`src/discrete_distribution_sampler_unit_defines.svh`:
```
// Assertion macros for the discrete distribution sampler.
// Used by the top level; expects clk_i and rst_ni in the including scope.
`ifndef DISCRETE_DISTRIBUTION_SAMPLER_UNIT_DEFINES_SVH
`define DISCRETE_DISTRIBUTION_SAMPLER_UNIT_DEFINES_SVH

// Same-cycle implication, disabled while in reset.
`define DDS_ASSERT_IMP(lbl, ante, cons, msg) \
  lbl: assert property (@(posedge clk_i) disable iff (!rst_ni) (ante) |-> (cons)) \
    else $error(msg);

// Next-cycle implication, disabled while in reset.
`define DDS_ASSERT_NXT(lbl, ante, cons, msg) \
  lbl: assert property (@(posedge clk_i) disable iff (!rst_ni) (ante) |=> (cons)) \
    else $error(msg);

`endif

```
`src/dds_pkg.sv`:
```
// Shared types and codes for the discrete distribution sampler.
// No dependencies.
`timescale 1ns / 1ps

package dds_pkg;

  // Width of the bin index on the result port.
  localparam int unsigned BIN_W = 10;

  // Word kinds on the input port.
  localparam logic KIND_LOAD   = 1'b0;
  localparam logic KIND_SAMPLE = 1'b1;

  typedef enum logic [1:0] {
    STATUS_OK      = 2'd0,
    STATUS_EMPTY   = 2'd1,
    STATUS_DROPPED = 2'd2
  } status_e;

  // Top-level sequencer.
  typedef enum logic [1:0] {
    ST_IDLE,
    ST_SCALE,
    ST_SEARCH
  } state_e;

  // Scaling multiplier sequencer.
  typedef enum logic [1:0] {
    SC_IDLE,
    SC_LO,
    SC_HI,
    SC_SUM
  } scale_state_e;

endpackage

```
`src/dds_scale.sv`:
```
// Scales a random word by the table total: target = (random * total) >> RANDOM_BITS.
// One 32-bit multiplier used twice over the halves of the total. Uses dds_pkg.
`timescale 1ns / 1ps

module dds_scale #(
  parameter int unsigned RANDOM_BITS = 32,
  parameter int unsigned SUM_W       = 34
) (
  input  logic                   clk_i,
  input  logic                   rst_ni,
  input  logic                   start_i,
  input  logic [RANDOM_BITS-1:0] random_i,
  input  logic [SUM_W-1:0]       total_i,
  output logic                   done_o,
  output logic [SUM_W-1:0]       target_o
);

  localparam int unsigned HalfW = 32;
  localparam int unsigned TotW  = 2 * HalfW;
  localparam int unsigned ProdW = RANDOM_BITS + HalfW;
  localparam int unsigned ShW   = ProdW + HalfW;

  dds_pkg::scale_state_e state_q, state_d;

  logic [RANDOM_BITS-1:0] rand_q;
  logic [TotW-1:0]        tot_q;
  logic [ProdW-1:0]       prod_q;
  logic [SUM_W-1:0]       lo_part_q;
  logic [SUM_W-1:0]       target_q;
  logic                   done_q;
  logic [HalfW-1:0]       mul_op;
  logic [ProdW-1:0]       mul_res;

  // Low half first, high half second.
  assign mul_op  = (state_q == dds_pkg::SC_LO) ? tot_q[HalfW-1:0] : tot_q[TotW-1:HalfW];
  assign mul_res = ProdW'(rand_q) * ProdW'(mul_op);

  always_comb begin
    state_d = state_q;
    case (state_q)
      dds_pkg::SC_IDLE: if (start_i) state_d = dds_pkg::SC_LO;
      dds_pkg::SC_LO:   state_d = dds_pkg::SC_HI;
      dds_pkg::SC_HI:   state_d = dds_pkg::SC_SUM;
      dds_pkg::SC_SUM:  state_d = dds_pkg::SC_IDLE;
      default:          state_d = dds_pkg::SC_IDLE;
    endcase
  end

  always_ff @(posedge clk_i or negedge rst_ni) begin
    if (!rst_ni) begin
      state_q <= dds_pkg::SC_IDLE;
      done_q  <= 1'b0;
    end else begin
      state_q <= state_d;
      done_q  <= (state_q == dds_pkg::SC_SUM);
    end
  end

  always_ff @(posedge clk_i) begin
    if (state_q == dds_pkg::SC_IDLE && start_i) begin
      rand_q <= random_i;
      tot_q  <= TotW'(total_i);
    end
    if (state_q == dds_pkg::SC_LO || state_q == dds_pkg::SC_HI) begin
      prod_q <= mul_res;
    end
    if (state_q == dds_pkg::SC_HI) begin
      lo_part_q <= SUM_W'(prod_q >> RANDOM_BITS);
    end
    if (state_q == dds_pkg::SC_SUM) begin
      // High partial product carries weight 2^32 before the shift.
      target_q <= lo_part_q + SUM_W'(ShW'(prod_q) << (HalfW - RANDOM_BITS));
    end
  end

  assign done_o   = done_q;
  assign target_o = target_q;

endmodule

```
`config.mk`:
```
export PLATFORM = sky130hd
export DESIGN_NAME = dds_scale
export DESIGN_NICKNAME = d
export VERILOG_FILES = /design/src/discrete_distribution_sampler_unit_defines.svh /design/src/dds_pkg.sv /design/src/dds_scale.sv
export SDC_FILE = /design/constraint.sdc
export NUM_CORES = 2
export LEC_CHECK = 0
export BUFFER_PORTS_ARGS = -buffer_cell sky130_fd_sc_hd__clkbuf_2
export CORE_MARGIN = 2
export CORE_UTILIZATION = 25
export CTS_CLUSTER_DIAMETER = 80
export CTS_CLUSTER_SIZE = 30
export DETAILED_ROUTE_END_ITERATION = 7
export PLACE_DENSITY_LB_ADDON = 0.05
export SETUP_SLACK_MARGIN = 0.1
export SLEW_MARGIN = 20
export SYNTH_ARGS = -nofsm -noshare
export SYNTH_HDL_FRONTEND = slang
export SYNTH_SLANG_ARGS = --single-unit
```
`constraint.sdc`:
```
create_clock -name clk_i -period 14.9 [get_ports clk_i]
set_clock_uncertainty 0.15 [all_clocks]
set_input_delay 2.98 -clock clk_i [delete_from_list [all_inputs] [get_ports clk_i]]
set_output_delay 2.98 -clock clk_i [all_outputs]
set_load 0.05 [all_outputs]
```
==> metrics.log <==
INFO  metric run_status = completed
INFO  metric hold_viol_final = 0
INFO  metric grt_pass1_vias = 32.80k
INFO  metric grt_pass1_wl = 240200 um
INFO  metric synth_ff_type = sky130_fd_sc_hd__edfxtp_1
INFO  metric cp_slowest_stage_delay = 0.91 ns
INFO  metric synth_async_sr_flop_share = 1.508%
INFO  metric post-route-cell-area = 44860 um2
INFO  metric clk_pin_slew = 0.10 ns
INFO  metric worst-r2r-setup-slack = 4.79 ns
INFO  metric critical_path_class = flop to flop
INFO  metric tritoncts.num_buffers = 17
INFO  metric synth_area_leader_cell = sky130_fd_sc_hd__fa_1
INFO  metric clockBufferDepth = 2
INFO  metric critical_path_source_type = flop
INFO  metric floorplan.io_pins = 104
INFO  metric antenna_found_initial = 26
INFO  metric drive_gt1_share = 5.732%
INFO  metric dp.final_hpwl = 121200 um
INFO  metric netlist.area_leader.share = 43.36%
INFO  metric placed_instance_area = 44220 um2
INFO  metric cts_resized = 0
INFO  metric final.hold.worst_slack = 0.2754 ns
INFO  metric detail_route.iter0.violations = 1810
INFO  metric layout.filler_cells = 17.68k
INFO  metric mappedNetlistArea = 41410 um2
INFO  metric yosys-top-cells-area = sky130_fd_sc_hd__fa_1 43%, sky130_fd_sc_hd__edfxtp_1 14%, sky130_fd_sc_hd__ha_1 9.1%
INFO  metric worstPathBufferInverterCount = 3
INFO  metric cp_data_required_time = 15.05 ns
INFO  metric critical-path-top-cell-by-count = sky130_fd_sc_hd__fa_1
INFO  metric avgRoutedWirePerCell = 25.66 um
INFO  metric slew_headroom = 30.48%
INFO  metric synth_most_common_cell = sky130_fd_sc_hd__fa_1
INFO  metric remaining_drc_errors = 0
INFO  metric numClockSinks = 199
INFO  metric cp_top_family = adder cells
INFO  metric track_usage = 19.74%
INFO  metric pin_slew_with_the_least_headroom_to_its_limit = 1.042 ns
INFO  metric ys_warn_count = 0
INFO  metric ys_ff_latch = 199
INFO  metric clkLatencyLatePin = 0.56 ns
INFO  metric grt_overflow = 0
INFO  metric synth_fp_nets = 5487
INFO  metric die_x = 411.0 um
INFO  metric drtPass1Iterations = 5
INFO  metric placeableCoreArea = 164800 um2
INFO  metric setup_violations = 0
INFO  metric crit_path_cell_trace = inv_1 > ha_4 > buf_12 > and2_0 > nand2_1 > fa_1 > fa_1 > fa_1 > fa_1 > inv_1 > fa_1 > fa_1 > fa_1 > fa_1 > ha_1 > nand4_1 > or4_1 > or2_1 > nor4_1 > o21ai_0 > nand3_1 > a31oi_1 > xnor2_1
INFO  metric ctsHoldBuffers = 0
INFO  metric fp.dieH = 411.0 um
INFO  metric synth_edf_count = 196
INFO  metric maximum_number_of_pins_on_one_net_before_global_route_repair = 172
INFO  metric clk_root_buffer_cell = sky130_fd_sc_hd__clkbuf_16
INFO  metric route.final.wire_length = 163000 um
INFO  metric max_cap_violations = 0
INFO  metric area.growth.synth_to_final = 8.314%
INFO  metric crit_path_top_delay_cell = sky130_fd_sc_hd__and2_0
INFO  metric rows = 149
INFO  metric arrival = 10.26 ns
INFO  metric crit_path_max_fanout = 171
INFO  metric syn_area_per_cell = 9.812 um2
INFO  metric routed-via-count = 29.44k
INFO  metric cp-end-kind = flop
INFO  metric cts_tree = done
INFO  metric synthCells = 4221
INFO  metric cts-htree-levels = 4
INFO  metric layout.nets = 5405
INFO  metric initial_core_util = 25.13%
INFO  metric period_needed = 10.11 ns
INFO  metric worst_hold_path_type = flop to flop
INFO  metric synth-seq-area-share = 14.39%
INFO  metric port_buffers = 103
INFO  metric ys_types = 73
INFO  metric die_area = 168900 um2
INFO  metric min_period_over_period = 67.87%
INFO  metric cts_post_setup_buffers_inserted = 0
INFO  metric grt_setup_unrepaired = false
INFO  metric antenna_violating_nets_post_route = 0
INFO  metric avgViaCountPerCell = 4.635
INFO  metric synthTopCellsByCount = 897 x sky130_fd_sc_hd__fa_1, 865 x sky130_fd_sc_hd__inv_1, 563 x sky130_fd_sc_hd__and3_1, 510 x sky130_fd_sc_hd__nand2_1, 300 x sky130_fd_sc_hd__ha_1
INFO  metric report.final.slew_viol_count = 0
INFO  metric gp_congestion = 0.7810
INFO  metric finalSetupTns = 0 ns
INFO  metric clock.fmax = 0.09889 GHz
## kinds of logic after synthesis
group | share of synthesized area (%)
AO/OA/AOI/OAI | 4.934
XOR/XNOR | 1.903
adder cells (fa/ha/maj) | 52.42
buffers and inverters | 10.47
flip-flops | 14.39
multiplexers | 0.08157
AND/OR/NAND/NOR | 15.80
## path summary, 6_finish.rpt
kind                            start            end  cells after the start
min                        prod_q[62]  lo_part_q[30]                      0
min in group asynchronous      rst_ni         done_o                      1
max reg2reg                state_q[1]     prod_q[57]                     23
max in group asynchronous      rst_ni     state_q[0]                      1
min reg2reg                prod_q[62]  lo_part_q[30]                      0
max                        state_q[1]     prod_q[57]                     23
## metal layers
layer | share of wire [%] | GRT usage, %
met2 | 49 | 33.79
met4 | 1.7 | 3.821
met1 | 46 | 27.03
met5 | 0 | 0
met3 | 3.4 | 2.064
## per-stage QoR
stage	std cells	utilization (%)	worst slack, ns
after floorplan	4221	-	6.600
final	6351	27.22	4.788
after detailed placement	6309	26.83	4.768
after CTS	6341	27.20	4.723
after global routing	6342	27.21	4.239
after global placement	6309	26.83	4.924
## area by class of cell
| cell class | count | area (um2) | share of cell area (%) |
|---|---|---|---|
| Sequential cell | 199 | 5961 | 13.29 |
| Multi-Input combinational cell | 2874 | 31140 | 69.42 |
| Clock inverter | 15 | 187.7 | 0.4184 |
| Inverter | 865 | 3247 | 7.238 |
| Clock buffer | 17 | 425.4 | 0.9483 |
| Antenna cell | 10 | 25.02 | 0.05578 |
| Tap cell | 2189 | 2739 | 6.106 |
| Timing Repair Buffer | 182 | 1134 | 2.527 |
## flip-flops by register name, indices dropped and copies added, names as in the netlist
name and flops:
done_o 1, lo_part_q 32, prod_q 64, target_o 34, rand_q 32, state_q 2
tot_q 34
## cell usage in the layout (no fill, tap or decap), types with 10 or more instances in the layout
master	count
sky130_fd_sc_hd__nand3_1	37
sky130_fd_sc_hd__nor3_1	10
sky130_fd_sc_hd__edfxtp_1	196
sky130_fd_sc_hd__nor2_1	46
sky130_fd_sc_hd__fa_1	897
sky130_fd_sc_hd__nand4_1	20
sky130_fd_sc_hd__a21oi_1	99
sky130_fd_sc_hd__clkbuf_16	17
sky130_fd_sc_hd__a21o_1	56
sky130_fd_sc_hd__nand2_1	510
sky130_fd_sc_hd__inv_1	865
sky130_fd_sc_hd__o21ai_0	51
sky130_fd_sc_hd__and3_1	563
sky130_fd_sc_hd__o21bai_1	18
sky130_fd_sc_hd__diode_2	10
sky130_fd_sc_hd__buf_4	77
sky130_fd_sc_hd__xnor2_1	62
sky130_fd_sc_hd__xor2_1	28
sky130_fd_sc_hd__and2_1	41
sky130_fd_sc_hd__ha_1	297
sky130_fd_sc_hd__clkbuf_2	103
sky130_fd_sc_hd__a31oi_1	12
Power is left out: the tool's default activity adds up to more than one toggle a clock period on the data nets, which glitch-free logic cannot reach.
